<file path="src/hw/rtl/wbb_pkg.sv">
// Shared types, constants and codes for the weighted blur and blend filter.
package wbb_pkg;

	// Default frame limits
	localparam int MAX_WIDTH_DEF  = 1024;
	localparam int MAX_HEIGHT_DEF = 4096;

	// Configuration port
	localparam int CFG_INDEX_W    = 1;
	localparam int CFG_DATA_W     = 13;
	localparam int FRAME_WIDTH_W  = 11;
	localparam int FRAME_HEIGHT_W = 13;
	localparam int FRAME_WIDTH_RST  = 1024;
	localparam int FRAME_HEIGHT_RST = 768;

	localparam logic [CFG_INDEX_W-1:0] REG_FRAME_WIDTH  = 1'b0;
	localparam logic [CFG_INDEX_W-1:0] REG_FRAME_HEIGHT = 1'b1;

	// Request type code
	localparam logic REQ_FLUSH = 1'b1;

	// Datapath widths
	localparam int CH_W  = 8;
	localparam int PIX_W = 3 * CH_W;
	localparam int SUM_W = 13;  // 17 * 255 fits
	localparam int MIX_W = 16;  // 255 * 255 fits

	// Kernel weights and arithmetic constants
	localparam int KERNEL_CENTER = 5;
	localparam int KERNEL_SIDE   = 2;
	localparam int DIV_BLUR      = 17;
	localparam int RECIP_W       = 12;
	localparam int RECIP_SHIFT   = 16;
	localparam int RECIP_17      = 3855;  // floor(2^16 / 17)
	localparam int BLEND_ORIG    = 96;
	localparam int BLEND_BLUR    = 159;
	localparam int DIV_MIX       = 255;

	// Queue between front and back (power of two)
	localparam int QUEUE_DEPTH = 4;
	localparam int QPTR_W      = 2;
	localparam int QCNT_W      = 3;

	typedef logic [PIX_W-1:0] pix_t;
	typedef pix_t [2:0][2:0] win_t;  // [row: top..bottom][col: left..right]

	typedef struct packed {
		logic top;
		logic bottom;
		logic left;
		logic right;
		logic last;
	} edge_t;

	typedef struct packed {
		win_t  win;
		edge_t edges;
	} job_t;

	typedef struct packed {
		logic            req_type;
		logic [CH_W-1:0] in_blue;
		logic [CH_W-1:0] in_green;
		logic [CH_W-1:0] in_red;
	} pix_req_t;

	typedef struct packed {
		logic [CH_W-1:0] out_blue;
		logic [CH_W-1:0] out_green;
		logic [CH_W-1:0] out_red;
		logic            frame_done;
	} pix_res_t;

endpackage

</file>
<file path="src/hw/rtl/wbb_queue.sv">
// Short queue of window jobs between the front and the back.
module wbb_queue (
	input  logic                          clk,
	input  logic                          arst_n,
	input  logic                          push,
	input  wbb_pkg::job_t                 job_in,
	input  logic                          pop,
	output wbb_pkg::job_t                 head,
	output logic                          head_valid,
	output logic [wbb_pkg::QCNT_W-1:0]    count
);

	wbb_pkg::job_t                   entry_q [wbb_pkg::QUEUE_DEPTH];
	logic [wbb_pkg::QPTR_W-1:0]      wr_ptr_q, rd_ptr_q;
	logic [wbb_pkg::QCNT_W-1:0]      count_q;

	// pointers wrap naturally at a power-of-two depth
	always_ff @(posedge clk or negedge arst_n) begin
		if (!arst_n) begin
			wr_ptr_q <= '0;
			rd_ptr_q <= '0;
			count_q  <= '0;
		end else begin
			if (push)
				wr_ptr_q <= wr_ptr_q + wbb_pkg::QPTR_W'(1);
			if (pop)
				rd_ptr_q <= rd_ptr_q + wbb_pkg::QPTR_W'(1);
			if (push && !pop)
				count_q <= count_q + wbb_pkg::QCNT_W'(1);
			else if (pop && !push)
				count_q <= count_q - wbb_pkg::QCNT_W'(1);
		end
	end

	always_ff @(posedge clk) begin
		if (push)
			entry_q[wr_ptr_q] <= job_in;
	end

	assign head       = entry_q[rd_ptr_q];
	assign head_valid = (count_q != '0);
	assign count      = count_q;

endmodule

</file>
<file path="config.mk">
export PLATFORM = sky130hd
export DESIGN_NAME = wbb_queue
export DESIGN_NICKNAME = d
export VERILOG_FILES = /design/src/hw/rtl/wbb_pkg.sv /design/src/hw/rtl/wbb_queue.sv
export SDC_FILE = /design/constraint.sdc
export NUM_CORES = 1
export LEC_CHECK = 0
export BUFFER_PORTS_ARGS = -buffer_cell sky130_fd_sc_hd__buf_2
export CAP_MARGIN = 20
export CORE_ASPECT_RATIO = 1.5
export CORE_MARGIN = 3
export CORE_UTILIZATION = 51
export DETAILED_ROUTE_END_ITERATION = 8
export HOLD_SLACK_MARGIN = 0.02
export PLACE_DENSITY = 0.7
export SLEW_MARGIN = 20
export SYNTH_ARGS = -nofsm -noshare
export SYNTH_HDL_FRONTEND = slang
export SYNTH_SLANG_ARGS = --single-unit
</file>
<file path="constraint.sdc">
create_clock -name clk -period 8.9 [get_ports clk]
set_input_delay 0.445 -clock clk [delete_from_list [all_inputs] [get_ports clk]]
set_output_delay 0.445 -clock clk [all_outputs]
set_load 0.01 [all_outputs]
</file>
==> impl_results.md, run 1 <==
* DP Cell Count at 2401
* Final Non-Filler Cells at 2750
* Vias per std cell at 5.521
* Worst-path clk slew at 60 ps
* PortBufs at 449
* Die area at 0.06658 mm^2
* Worst path arrival time at 3830 ps
* Cell with the most instances after synthesis: edfxtp_1
* CTS Buf Count at a little under 80
* CTS tree: yes
* Gp weighted congestion at 0.7527
* H-tree levels at 3
* I/O pins at 450
* RSZ-0062 raised after global routing: false
* Pleak at between 10 and 15 nW
* Sink Count at 891
* Yosys top cell by area: edfxtp_1
* Layout cell share with drive strength beyond 1 at 0.4001
* Final-report max-slew violation count at 0
* Netlist cell types at 19
* TritonRoute pass-1 iters at 5
* Post-cts sizing count at 0
* CP Class: flop to output port
* Max_cap viols at 0
* Setup crit end: head[153]
* Prevailing post-synth register cell: edfxtp_1
* Net Count, Synth at between 1000 and 1500
* Fin crit share at 0.4804
* CP Capture Type: output port
* Vias at 15180
* Synthesized flop and latch total at 891
* DR WL/cell at 23.89 um
* Setup bufs post-CTS at 0
* Worst-Skew Late Latency at 610 ps
* Critical Path Source: rd_ptr_q[0]$_DFFE_PN0P_
* Clk root buf: clkbuf_16
* R2r worst-path depth at 4
* Min cycle time layout at ~4300 ps
* Chip height at 314.5 um
* F_max at 233.9 MHz
* Synth top area share at 0.8202
* Status: finished clean
* Slew headroom at 0.3198
* Setup TNS Final at 0 ps
* Dpl hpwl at 39160 um
* Synth async-reset ratio at 0.007856
* Total GRT Usage at 0.1994
* Setup violators final at 0
* Nets at 2121
* Worst-case clock buffer depth at 3
* FF-to-FF Start: wr_ptr_q[0]$_DFFE_PN0P_
* Worst R2R End: entry_q[3][154]$_DFFE_PP_
* DRT iter0 DRCs at between 1000 and 1500
* Crit path max fanout at 39
* Initial antenna violation count at 6
* PwrDens at 314.5 mW/mm^2
* Setup Skew at 14.99 ps
* Hold_sp: job_in[216]
* Congestion Overflow GR at 0
* Mapped Cells at 1188
* Top post-synthesis cells by area: edfxtp_1 82%, mux4_2 14%, mux4_1 1.8%, buf_6 0.63%, dfrtp_1 0.54%
* DR DRC count at 0
* Post-synth EDFFs at 884
* Worst-Margin Slew at 1020 ps
* Synth warn at 0
* Type of the worst min-delay path: primary input to flop
* Syn Area/Cell at ~27 um^2
* Synth cell count leaders: 884 x edfxtp_1, 199 x mux4_2, 24 x buf_2, 22 x mux4_1, 18 x buf_6
* Core footprint at between 0.06 and 0.07 mm^2
* Final WL at between 60000 and 70000 um
* Fin. Hold Viols at 0
* Area delta synth->final at 23.29%
* Starting Density at 0.5178
* Vias in the first global route at 16530
* Largest net degree at the start of global routing at between 150 and 200
* Fillers at 4086
* Cell Rows at 112
* Seq/Total Area, Yosys at 0.8256
* Post-DRT Antenna Nets at 0
* CP required at roughly 8500 ps
* Global-route wire length before repair at approximately 100000 um
* Synthesized area at 0.03236 mm^2
* Worst setup SP type: flop
* Die Wd at ~210 um
* Worst R2R Setup Slack at approximately 5500 ps
* VDD IR max at 420.1 uV
## layout make-up
cell class	count	area, um^2	share of cell area
clock inverter	40	287.8	0.007212
timing repair buffer	671	4484	0.1124
antenna	5	12.51	0.0003136
inverter	4	15.01	0.0003763
tap	798	998.5	0.02502
multi-input combinational	243	5264	0.1319
sequential	891	26730	0.6698
clock buffer	98	2112	0.05293
## per-layer routing
layer / up-vias / global-route usage / routed length [um]
met5: - / 0 / 13
met4: 2 / 0.07083 / 1906
met3: 118 / 0.05662 / 4898
met2: 533 / 0.3316 / 33860
met1: 7931 / 0.2542 / 25030
li1: 6599 / - / -
## logic make-up (layout without fill, tap and decap cells)
logic type,count (synthesis),count (layout),synth area share
AO/OA/AOI/OAI,1,1,0.0001545
XOR/XNOR,6,6,0.001624
adder cells (fa/ha/maj),6,6,0.002552
buffers and inverters,54,813,0.01206
flip-flops,891,891,0.8256
multiplexers,222,222,0.1567
other,0,5,0
AND/OR/NAND/NOR,8,8,0.001314
## cells in the final DEF (no fill, tap or decap), types with 2 or more instances in the layout
cell           synthesis  routed
xnor2_1                2       2
dfrtp_1                7       5
mux4_2               199     199
clkinvlp_4             0       2
and2_4                 0       4
ha_1                   5       5
buf_12                 0       3
diode_2                0       5
dlygate4sd3_1          0     205
mux4_1                22      22
inv_1                  4       4
buf_2                 24     449
xor2_1                 4       4
dfrtp_4                0       2
clkbuf_16              0      82
bufinv_16              0       3
inv_6                  0       4
clkinv_1               0      15
buf_4                  0      13
clkbuf_1               6      16
edfxtp_1             884     884
clkinv_2               0      15
nand2_1                2       2
## how the worst min path moves through the flow
stage	cells past startpoint	endpoint
floorplan	0	count[0]$_DFFE_PN0P_
global placement	1	rd_ptr_q[0]$_DFFE_PN0P_
detailed placement	1	rd_ptr_q[0]$_DFFE_PN0P_
CTS	1	entry_q[3][146]$_DFFE_PP_
global route	1	entry_q[2][216]$_DFFE_PP_
finish	1	entry_q[1][216]$_DFFE_PP_
## registers in the layout, indices dropped and copies added (netlist names)
| signal | flops |
|---|---|
| entry_q | 884 |
| rd_ptr_q | 2 |
| count | 3 |
| wr_ptr_q | 2 |
## worst max-delay path: stages (launching register included)
cell	delay [ps]
dfrtp_4	950
buf_4	650
buf_4	740
mux4_1	640
buf_2	150
## per-stage QoR
step                hold slack [ps]  utilization  total power [mW]  worst slack, ps  instance area [um^2]
floorplan                     149.4            -             8.240             2652                 32360
global placement              301.2       0.5666             9.413             5082                 35410
detailed placement            307.7       0.5666             9.462             5093                 35410
CTS                           20.05       0.6378             12.75             4423                 39860
global route                  35.31       0.6384             13.14             4239                 39900
finish                        68.13       0.6384             12.55             4624                 39900
## report_power, final
part | total (mW) | leakage (nW) | internal [mW] | switching [mW]
clock | 3.18 | 1.18 | 1.77 | 1.41
sequential | 5.75 | 8.20 | 5.49 | 0.264
combinational | 3.61 | 4.34 | 1.63 | 1.98
total | 12.5 | 13.7 | 8.89 | 3.66
## what timing repair did
item                                   CTS  global route
setup endpoints to repair                0             0
endpoints found under the hold margin  796             0
hold buffers                           205             0
(Power assumes the default switching activity.)
==> run 2, diff against run 1 <==
Settings changed: PLACE_DENSITY 0.7 to 0.73.
Clock period 8.9 ns to 3.9 ns, I/O delays scaled along.
==> run 2 against run 1 <==
Net effect:
- clock power grew 140%
- non-clock buffer count grew 33
- first-iteration DRC count grew 6.9%
- critical path depth shrank 1
- final area grew 1.6%
- flip-flop and latch count is the same
- register-to-register slack lost 3800 ps
- critical endpoint is now head[165]
==> impl_results.md, run 2 (synthesized netlist as in run 1, its figures left out) <==
* Status: finished clean
* DRT iter0 DRCs at 1146
* Met3 Usage GRT at 0.05662
* PwrDens at 722.5 mW/mm^2
* Total power at slightly below 30 mW
* CP Class: flop to output port
* Hold Path Cell Cnt at 2
* GRT busiest layer: met2
* Fin. Hold Viols at 0
* Core footprint at 0.06250 mm^2
* Final Non-Filler Cells at 2789
* Die area at 0.06658 mm^2
* CP Capture Type: output port
* Starting Density at 0.5178
* CTS Buf Count at 79
* VDD IR max at ~540 uV
* Worst-path clk slew at roughly 60 ps
* Vias in the first global route at 16840
* Setup bufs post-CTS at 0
* Max reg flops at about 900
* Area delta synth->final at 25.23%
* Most frequent cells in the layout: 884 x edfxtp_1, 449 x buf_2, 225 x dlygate4sd3_1, 199 x mux4_2, 85 x clkbuf_16
* Worst-Skew Late Latency at about 610 ps
* Worst-Margin Slew at about 860 ps
* Min cycle time layout at roughly 2900 ps
* Dpl hpwl at around 40000 um
* Fillers at about 4000
* Slew headroom at 0.4282
* Worst setup SP type: flop
* Setup violators final at 0
* CTS tree: yes
* Placed cell areas at 0.03574 mm^2
* Reg area at approximately 0.027 mm^2
* Finished layout cell area at 0.04053 mm^2
* R2r worst-path depth at 4
* Vias per std cell at approximately 5.5
* Worst path arrival time at 2750 ps
* I/O pins at 450
* Gp weighted congestion at roughly 0.76
* Pleak at about 14 nW
* Fin crit share at 0.7541
* Max_cap viols at 0
* Post-DRT Antenna Nets at 0
* Crit path max fanout at 35
* Setup Skew at 20.01 ps
* Cell Rows at ~110
* DP Cell Count at 2415
* GRT met2 Usage at 0.3587
* Largest Register: entry_q
* Sink Count at 891
* Initial antenna violation count at 7
* F_max at 340.0 MHz
* RSZ-0062 raised after global routing: false
* Largest net degree at the start of global routing at 75
* Setup TNS Final at 0 ps
* Congestion Overflow GR at 0
* PortBufs at ~450
* H-tree levels at 3
* Chip height at 314.5 um
* Global-route wire length before repair at 104100 um
* Die Wd at roughly 210 um
* M1 GR Usage at 0.2618
* Fin util at 0.6485
* Clk root buf: clkbuf_16
* Type of the worst min-delay path: primary input to flop
* DR DRC count at 0
* TritonRoute pass-1 iters at 5
* DR WL/cell at 24.62 um
* Layout cell share with drive strength beyond 1 at 0.4023
* Total GRT Usage at 0.2089
* Multi-input logic area at 0.005264 mm^2
* Vias at 15440
* Final WL at 68670 um
* Final-report max-slew violation count at 0
* CP required at 3700 ps
* Nets at approximately 2200
* Worst-case clock buffer depth at 3
* Leading cell type in the layout, fill and taps excluded: edfxtp_1
-- run 2: where the power goes --
part | leakage, nW | internal (mW) | switching, mW
clock | 1.24 | 4.25 | 3.32
combinational | 4.55 | 3.97 | 4.62
sequential | 8.20 | 12.5 | 0.626
total | 14.0 | 20.7 | 8.56
-- run 2: path summary, 6_finish.rpt --
path | slack (ps) | from | to
worst min-delay path | 320 | job_in[73] | entry_q[3][73]$_DFFE_PP_
max in group asynchronous | 2970 | arst_n | rd_ptr_q[1]$_DFFE_PN0P_
min in group asynchronous | 600 | arst_n | wr_ptr_q[1]$_DFFE_PN0P_
worst max register to register | 1710 | wr_ptr_q[0]$_DFFE_PN0P_ | entry_q[0][193]$_DFFE_PP_
worst min register to register | 510 | count[2]$_DFFE_PN0P_ | count[2]$_DFFE_PN0P_
worst max-delay path | 960 | rd_ptr_q[0]$_DFFE_PN0P_ | head[165]
-- run 2: routing by layer --
| layer | wire length, um | part of all wire |
|---|---|---|
| met1 | 25670 | 0.37 |
| met2 | 36400 | 0.53 |
| met3 | 4916 | 0.072 |
| met4 | 1662 | 0.024 |
| met5 | 27 | 0.00039 |
-- run 2: repair_timing --
| item | in CTS | in global routing |
|---|---|---|
| resized for setup | 0 | 0 |
| hold endpoints to repair | 895 | 0 |
| hold buffers | 225 | 0 |
-- run 2: through the flow --
stage | setup slack, ps | hold WS (ps)
after floorplan | 132.4 | -100.6
after global placement | 1511 | 43.35
after detailed placement | 1518 | 54.55
after CTS | 844.4 | 273.2
after global routing | 729.5 | 295.0
final | 959.2 | 323.1
-- run 2: area by class of cell --
| cell class | instances | share of cell area |
|---|---|---|
| Sequential cell | 891 | 0.6595 |
| Multi-Input combinational cell | 243 | 0.1299 |
| Tap cell | 798 | 0.02464 |
| Clock buffer | 100 | 0.05387 |
| Antenna cell | 5 | 0.0003087 |
| Clock inverter | 44 | 0.008397 |
| Timing Repair Buffer | 704 | 0.1231 |
| Inverter | 4 | 0.0003705 |
-- run 2: worst max-delay path, cell delays in order (launching register included) --
cell and delay [ps]:
dfrtp_4 980, buf_4 380, mux4_1 610, buf_2 170
