--- src/hw/rtl/wbb_pkg.sv ---
// Shared types, constants and codes for the weighted blur and blend filter.
package wbb_pkg;

	// Default frame limits
	localparam int MAX_WIDTH_DEF  = 1024;
	localparam int MAX_HEIGHT_DEF = 4096;

	// Configuration port
	localparam int CFG_INDEX_W    = 1;
	localparam int CFG_DATA_W     = 13;
	localparam int FRAME_WIDTH_W  = 11;
	localparam int FRAME_HEIGHT_W = 13;
	localparam int FRAME_WIDTH_RST  = 1024;
	localparam int FRAME_HEIGHT_RST = 768;

	localparam logic [CFG_INDEX_W-1:0] REG_FRAME_WIDTH  = 1'b0;
	localparam logic [CFG_INDEX_W-1:0] REG_FRAME_HEIGHT = 1'b1;

	// Request type code
	localparam logic REQ_FLUSH = 1'b1;

	// Datapath widths
	localparam int CH_W  = 8;
	localparam int PIX_W = 3 * CH_W;
	localparam int SUM_W = 13;  // 17 * 255 fits
	localparam int MIX_W = 16;  // 255 * 255 fits

	// Kernel weights and arithmetic constants
	localparam int KERNEL_CENTER = 5;
	localparam int KERNEL_SIDE   = 2;
	localparam int DIV_BLUR      = 17;
	localparam int RECIP_W       = 12;
	localparam int RECIP_SHIFT   = 16;
	localparam int RECIP_17      = 3855;  // floor(2^16 / 17)
	localparam int BLEND_ORIG    = 96;
	localparam int BLEND_BLUR    = 159;
	localparam int DIV_MIX       = 255;

	// Queue between front and back (power of two)
	localparam int QUEUE_DEPTH = 4;
	localparam int QPTR_W      = 2;
	localparam int QCNT_W      = 3;

	typedef logic [PIX_W-1:0] pix_t;
	typedef pix_t [2:0][2:0] win_t;  // [row: top..bottom][col: left..right]

	typedef struct packed {
		logic top;
		logic bottom;
		logic left;
		logic right;
		logic last;
	} edge_t;

	typedef struct packed {
		win_t  win;
		edge_t edges;
	} job_t;

	typedef struct packed {
		logic            req_type;
		logic [CH_W-1:0] in_blue;
		logic [CH_W-1:0] in_green;
		logic [CH_W-1:0] in_red;
	} pix_req_t;

	typedef struct packed {
		logic [CH_W-1:0] out_blue;
		logic [CH_W-1:0] out_green;
		logic [CH_W-1:0] out_red;
		logic            frame_done;
	} pix_res_t;

endpackage

--- src/hw/rtl/wbb_back.sv ---
// Back end: edge replication, kernel sum, divide by 17, blend, output register.
module wbb_back (
	input  logic              clk,
	input  logic              arst_n,
	input  logic              head_valid,
	input  wbb_pkg::job_t     head,
	output logic              pop,
	output logic              res_valid,
	input  logic              res_ready,
	output wbb_pkg::pix_res_t res
);

	localparam int PW = wbb_pkg::SUM_W + wbb_pkg::RECIP_W;
	localparam int CW = wbb_pkg::CH_W;
	localparam int SW = wbb_pkg::SUM_W;
	localparam int MW = wbb_pkg::MIX_W;

	logic rdy1, rdy2, rdy3, rdy4;
	logic v_s1, v_s2, v_s3, v_s4;

	logic [2:0][SW-1:0] sum_s1, sum_s2;
	logic [2:0][CW-1:0] orig_s1, orig_s2;
	logic [2:0][CW-1:0] quo_s2;
	logic [2:0][MW-1:0] mix_s3;
	logic               last_s1, last_s2, last_s3;
	wbb_pkg::pix_res_t  res_s4;

	logic [2:0][SW-1:0] sum_c;
	logic [2:0][CW-1:0] quo_c;
	logic [2:0][MW-1:0] mix_c;
	logic [2:0][CW-1:0] out_c;

	// stall chain from the output back to the queue
	assign rdy4 = !v_s4 || res_ready;
	assign rdy3 = !v_s3 || rdy4;
	assign rdy2 = !v_s2 || rdy3;
	assign rdy1 = !v_s1 || rdy2;
	assign pop  = head_valid && rdy1;

	// edge replication and weighted 3x3 sum
	always_comb begin
		wbb_pkg::win_t w;
		logic [CW-1:0] p00, p01, p02, p10, p11, p12, p20, p21, p22;
		w = head.win;
		if (head.edges.top)
			w[0] = w[1];
		if (head.edges.bottom)
			w[2] = w[1];
		if (head.edges.left)
			for (int rr = 0; rr < 3; rr++) w[rr][0] = w[rr][1];
		if (head.edges.right)
			for (int rr = 0; rr < 3; rr++) w[rr][2] = w[rr][1];
		for (int ch = 0; ch < 3; ch++) begin
			p00 = w[0][0][ch*CW +: CW];
			p01 = w[0][1][ch*CW +: CW];
			p02 = w[0][2][ch*CW +: CW];
			p10 = w[1][0][ch*CW +: CW];
			p11 = w[1][1][ch*CW +: CW];
			p12 = w[1][2][ch*CW +: CW];
			p20 = w[2][0][ch*CW +: CW];
			p21 = w[2][1][ch*CW +: CW];
			p22 = w[2][2][ch*CW +: CW];
			sum_c[ch] = SW'(p11) * SW'(wbb_pkg::KERNEL_CENTER)
				+ (SW'(p10) + SW'(p12) + SW'(p01) + SW'(p21)) * SW'(wbb_pkg::KERNEL_SIDE)
				+ SW'(p00) + SW'(p02) + SW'(p20) + SW'(p22);
		end
	end

	// reciprocal estimate of sum / 17, at most one low
	always_comb begin
		logic [PW-1:0] prod;
		for (int ch = 0; ch < 3; ch++) begin
			prod = PW'(sum_s1[ch]) * PW'(wbb_pkg::RECIP_17);
			quo_c[ch] = prod[wbb_pkg::RECIP_SHIFT +: CW];
		end
	end

	// correct the quotient, then blend with the original pixel
	always_comb begin
		logic [SW-1:0] rem;
		logic [CW-1:0] blur;
		for (int ch = 0; ch < 3; ch++) begin
			rem  = sum_s2[ch] - SW'(quo_s2[ch]) * SW'(wbb_pkg::DIV_BLUR);
			blur = quo_s2[ch] + CW'(rem >= SW'(wbb_pkg::DIV_BLUR));
			mix_c[ch] = MW'(orig_s2[ch]) * MW'(wbb_pkg::BLEND_ORIG)
				+ MW'(blur) * MW'(wbb_pkg::BLEND_BLUR);
		end
	end

	// mix / 255: estimate (x + x/256) / 256, then one correction
	always_comb begin
		logic [MW-1:0] t;
		logic [MW-1:0] rem;
		logic [CW-1:0] q0;
		for (int ch = 0; ch < 3; ch++) begin
			t   = mix_s3[ch] + (mix_s3[ch] >> CW);
			q0  = t[MW-1:CW];
			rem = mix_s3[ch] - MW'(q0) * MW'(wbb_pkg::DIV_MIX);
			out_c[ch] = q0 + CW'(rem >= MW'(wbb_pkg::DIV_MIX));
		end
	end

	// stage valids
	always_ff @(posedge clk or negedge arst_n) begin
		if (!arst_n) begin
			v_s1 <= 1'b0;
			v_s2 <= 1'b0;
			v_s3 <= 1'b0;
			v_s4 <= 1'b0;
		end else begin
			if (rdy1) v_s1 <= head_valid;
			if (rdy2) v_s2 <= v_s1;
			if (rdy3) v_s3 <= v_s2;
			if (rdy4) v_s4 <= v_s3;
		end
	end

	// stage payloads
	always_ff @(posedge clk) begin
		if (rdy1 && head_valid) begin
			sum_s1  <= sum_c;
			for (int ch = 0; ch < 3; ch++)
				orig_s1[ch] <= head.win[1][1][ch*CW +: CW];
			last_s1 <= head.edges.last;
		end
		if (rdy2 && v_s1) begin
			sum_s2  <= sum_s1;
			quo_s2  <= quo_c;
			orig_s2 <= orig_s1;
			last_s2 <= last_s1;
		end
		if (rdy3 && v_s2) begin
			mix_s3  <= mix_c;
			last_s3 <= last_s2;
		end
		if (rdy4 && v_s3) begin
			res_s4.out_blue   <= out_c[0];
			res_s4.out_green  <= out_c[1];
			res_s4.out_red    <= out_c[2];
			res_s4.frame_done <= last_s3;
		end
	end

	assign res_valid = v_s4;
	assign res       = res_s4;

endmodule

--- config.mk ---
export PLATFORM = sky130hd
export DESIGN_NAME = wbb_back
export DESIGN_NICKNAME = d
export VERILOG_FILES = /design/src/hw/rtl/wbb_pkg.sv /design/src/hw/rtl/wbb_back.sv
export SDC_FILE = /design/constraint.sdc
export NUM_CORES = 2
export LEC_CHECK = 0
export BUFFER_PORTS_ARGS = -buffer_cell sky130_fd_sc_hd__clkbuf_2
export CAP_MARGIN = 20
export CORE_UTILIZATION = 45
export CTS_CLUSTER_SIZE = 20
export DETAILED_ROUTE_END_ITERATION = 8
export SYNTH_ARGS = -nofsm -noshare
export SYNTH_HDL_FRONTEND = slang
export SYNTH_SLANG_ARGS = --single-unit
--- constraint.sdc ---
create_clock -name clk -period 8.84 [get_ports clk]
set_clock_uncertainty 0.1 [all_clocks]
set_input_delay 1.768 -clock clk [delete_from_list [all_inputs] [get_ports clk]]
set_output_delay 1.768 -clock clk [all_outputs]
set_load 0.01 [all_outputs]
==> qor.txt <==
RUN STATUS
-----------------------------------------------------------------------------------------
Result of the run                                                            finished, final reports clean

YOSYS
-----------------------------------------------------------------------------------------
Net count of the mapped netlist                                                      5374
Biggest area contributors in the synthesized netlist                         sky130_fd_sc_hd__fa_1 (27%), sky130_fd_sc_hd__ha_1 (22%), sky130_fd_sc_hd__edfxtp_1 (17%), sky130_fd_sc_hd__inv_1 (8.6%), sky130_fd_sc_hd__xnor2_1 (3.4%)
EDFF count, synth                                                                     226
Syn Std Cell Area                                                            0.0401 sq mm
Yosys top cell by area                                                       sky130_fd_sc_hd__fa_1
Proportion of register bits with asynchronous set or reset after synthesis          1.74%
YS warnings                                                                             0
Cell count after synthesis                                                           3922
Sequential share of the synthesized area                                            17.2%
Library cell with the highest instance count after synthesis                 sky130_fd_sc_hd__inv_1
Commonest cells in the netlist                                               sky130_fd_sc_hd__inv_1 (920), sky130_fd_sc_hd__ha_1 (691), sky130_fd_sc_hd__fa_1 (536), sky130_fd_sc_hd__edfxtp_1 (226), sky130_fd_sc_hd__a21oi_1 (182)
Synthesized flop and latch total                                                      230
Post-Synthesis Mean Instance Area                                              10.2 sq um
Unique masters post-synth                                                              85
Top flip-flop cell by instance count after synthesis                         sky130_fd_sc_hd__edfxtp_1
Share of Yosys cell area claimed by the top area cell type                          26.7%

CRITICAL PATH
-----------------------------------------------------------------------------------------
CP startpoint kind                                                              flip-flop
Path type of the worst setup path                                            flip-flop to flip-flop
Highest net fanout along the worst path                                                 6
Reg2Reg Setup Slack                                                               0.45 ns
Arrival time at the worst endpoint                                                8.61 ns
Critical path buffers and inverters                                                     6
Capture point of the worst path                                                mix_s3[14]
Cell depth of the worst flop-to-flop path                                              31
Crit Reg-Reg Endpoint                                                          mix_s3[14]
Crit path launch                                                                quo_s2[5]
Cell with the biggest individual delay on the critical path                  sky130_fd_sc_hd__fa_1
CP Capture Type                                                                 flip-flop
Launching point of the worst reg2reg path                                       quo_s2[5]
Crit path depth                                                                        31
CP max stage delay                                                                0.56 ns
Largest delay share family, worst path                                        adder cells
CP required                                                                       9.06 ns

GLOBAL ROUTING
-----------------------------------------------------------------------------------------
Antenna violations before repair                                                        9
Total global routing track utilization                                              20.1%
Overflow left after global routing                                                      0
Global Route met2 Usage                                                             33.7%
Global-route wire length before repair                                             145 mm
Maximum number of pins on one net before global-route repair                           72
Met1 capacity usage during global routing                                           27.2%
Met3 usage                                                                          1.93%
Vias in the first global route                                                      28000
Most utilized layer in the global route result                                       met2

FINAL LAYOUT
-----------------------------------------------------------------------------------------
Layout Nets                                                                          5660
Final Util                                                                          50.0%
Number of non-filler instances in the completed layout                               5400
Area Growth Syn to Fin                                                              10.1%
Filler Cell Count                                                                    8202
Ratio of cells with drive above 1 in the final layout                               11.7%

CLOCK NETWORK
-----------------------------------------------------------------------------------------
Cts bufs inserted                                                                      28
CTS Hold Bufs                                                                           0
CTS tree                                                                              yes
CTS H-tree depth                                                                        1
Clock slew seen by the registers of the worst setup and hold paths                0.06 ns
Total number of clock tree sinks                                                      230
Deepest clock path buffer count                                                         3
Clock latency reported for the late side of the worst-skew pair                   0.58 ns
Clock root cell                                                              sky130_fd_sc_hd__clkbuf_16

ROUTING
-----------------------------------------------------------------------------------------
Wire length reported by the detailed router                                       88.7 mm
DRC errors left                                                                         0
Remaining antenna violation count after routing                                         0
First drt pass iteration count                                                          5
Number of DRC violations after detailed-routing iteration 0                          1157
Count of vias placed by the detailed router                                         27100
Routed len/inst                                                                   16.4 um
Post-detailed-route via-to-cell ratio                                                5.03

STA
-----------------------------------------------------------------------------------------
Fmax achieved                                                                     119 MHz
Final Hold Vio Count                                                                    0
Min Tclk post-route                                                               8.39 ns
Number of endpoints failing setup at the final stage                                    0
Final hold slack                                                                 0.315 ns
Slew @ Worst Pin                                                                 0.975 ns
Worst max-slew margin expressed relative to the limit                               34.5%
Final Cycle Share                                                                   94.9%
Number of slew-limit violations in the final report                                     0

FLOORPLAN
-----------------------------------------------------------------------------------------
Die W                                                                              301 um
Initial core utilization                                                            45.4%
Area of the die                                                              0.0904 sq mm
Cell Rows                                                                             109
Height of the die                                                                  301 um
Core ar.                                                                     0.0884 sq mm
Number of top-level pins                                                              252

PLACED DESIGN
-----------------------------------------------------------------------------------------
Port bufs                                                                             251
GP Congestion                                                                       0.906
Half-perimeter wire length of the detailed placement result                       77.5 mm
Count of placed standard cells including taps                                        5333

FLOW RUN
-----------------------------------------------------------------------------------------
Reported max-cap violation count                                                        0

MIN PATH
-----------------------------------------------------------------------------------------
Hold Path Origin                                                              orig_s1[19]
Hold Crit Class                                                              flip-flop to flip-flop

## placed cells by master (no fill, tap or decap), types with 6 or more instances in the layout
cell / count
sky130_fd_sc_hd__edfxtp_1: 226
sky130_fd_sc_hd__o21ai_1: 8
sky130_fd_sc_hd__a31oi_1: 15
sky130_fd_sc_hd__a211oi_1: 14
sky130_fd_sc_hd__fa_1: 536
sky130_fd_sc_hd__a211o_1: 7
sky130_fd_sc_hd__nor3b_1: 6
sky130_fd_sc_hd__nor2_1: 169
sky130_fd_sc_hd__inv_1: 920
sky130_fd_sc_hd__clkinvlp_4: 7
sky130_fd_sc_hd__o31ai_1: 7
sky130_fd_sc_hd__mux2i_1: 112
sky130_fd_sc_hd__a2111oi_0: 6
sky130_fd_sc_hd__o21a_1: 22
sky130_fd_sc_hd__mux2_2: 90
sky130_fd_sc_hd__nor3_1: 40
sky130_fd_sc_hd__clkbuf_16: 29
sky130_fd_sc_hd__o2111ai_1: 12
sky130_fd_sc_hd__or3_1: 11
sky130_fd_sc_hd__nand4_1: 20
sky130_fd_sc_hd__nand2b_1: 21
sky130_fd_sc_hd__xnor2_1: 153
sky130_fd_sc_hd__nand2_1: 118
sky130_fd_sc_hd__buf_4: 52
sky130_fd_sc_hd__a21oi_1: 179
sky130_fd_sc_hd__o21bai_1: 35
sky130_fd_sc_hd__o211ai_1: 13
sky130_fd_sc_hd__or2_2: 10
sky130_fd_sc_hd__o21ai_0: 106
sky130_fd_sc_hd__a21oi_2: 8
sky130_fd_sc_hd__clkbuf_2: 247
sky130_fd_sc_hd__nor4_1: 10
sky130_fd_sc_hd__nand3_1: 39
sky130_fd_sc_hd__and3_1: 15
sky130_fd_sc_hd__a21o_1: 46
sky130_fd_sc_hd__xor2_1: 78
sky130_fd_sc_hd__ha_1: 689
sky130_fd_sc_hd__nor2b_1: 21
## stage by stage
stage / worst slack (ns) / cell area [sq um] / setup TNS [ns]
after floorplan: 0.721 / 40100 / 0
after global placement: 0.315 / 43100 / 0
after detailed placement: 0.134 / 43100 / 0
after CTS: 0.143 / 44000 / 0
after global routing: -0.0515 / 44200 / -0.0515
final: 0.454 / 44200 / 0
## logic make-up after synthesis
logic type / synth area share, %
fa+ha+maj: 48.3
flops: 17.2
mux: 5.38
compound gates: 8.80
xor+xnor: 5.09
buf+inv: 9.09
simple gates: 6.19
## final cells by class
cell class              count  area [sq um]  share of cell area, %
diodes                      5          12.5                 0.0283
clock buffers              30           729                   1.65
clock inverters            22           253                  0.572
multi-input cells        2724         29700                   67.1
repair buffers            304          1730                   3.91
flip-flops and latches    230          6890                   15.6
well taps                1165          1460                   3.30
inverters                 920          3450                   7.82
## per-layer routing
layer	routed length, um	vias up
li1	-	13500
met1	40900	13000
met2	41300	516
met3	3530	109
met4	2920	0
met5	0	-
## worst min-delay path by stage
stage / slack (ns) / cells after the start / to
2_1_floorplan: 0.30 / 0 / last_s2
3_3_place_gp: 0.30 / 0 / orig_s2[7]
3_5_place_dp: 0.30 / 0 / orig_s2[19]
4_1_cts: 0.32 / 0 / orig_s2[19]
5_1_grt: 0.32 / 0 / orig_s2[14]
6_report: 0.32 / 0 / orig_s2[19]
## state kept, by name, summed over array words and instances, names as in the netlist
name and count:
quo_s2 24, orig_s1 24, last_s3 1, v_s3 1, res 25, sum_s1 39
mix_s3 48, v_s2 1, last_s1 1, res_valid 1, orig_s2 24, v_s1 1
sum_s2 39, last_s2 1
## repair_timing
action,CTS,global route
endpoints found under the hold margin,0,0
buffers inserted,0,10
resized for setup,0,8
setup endpoints to repair,0,3
Power is not shown: default switching activity piles up to over one toggle a cycle in this logic, so the estimate is an artifact.
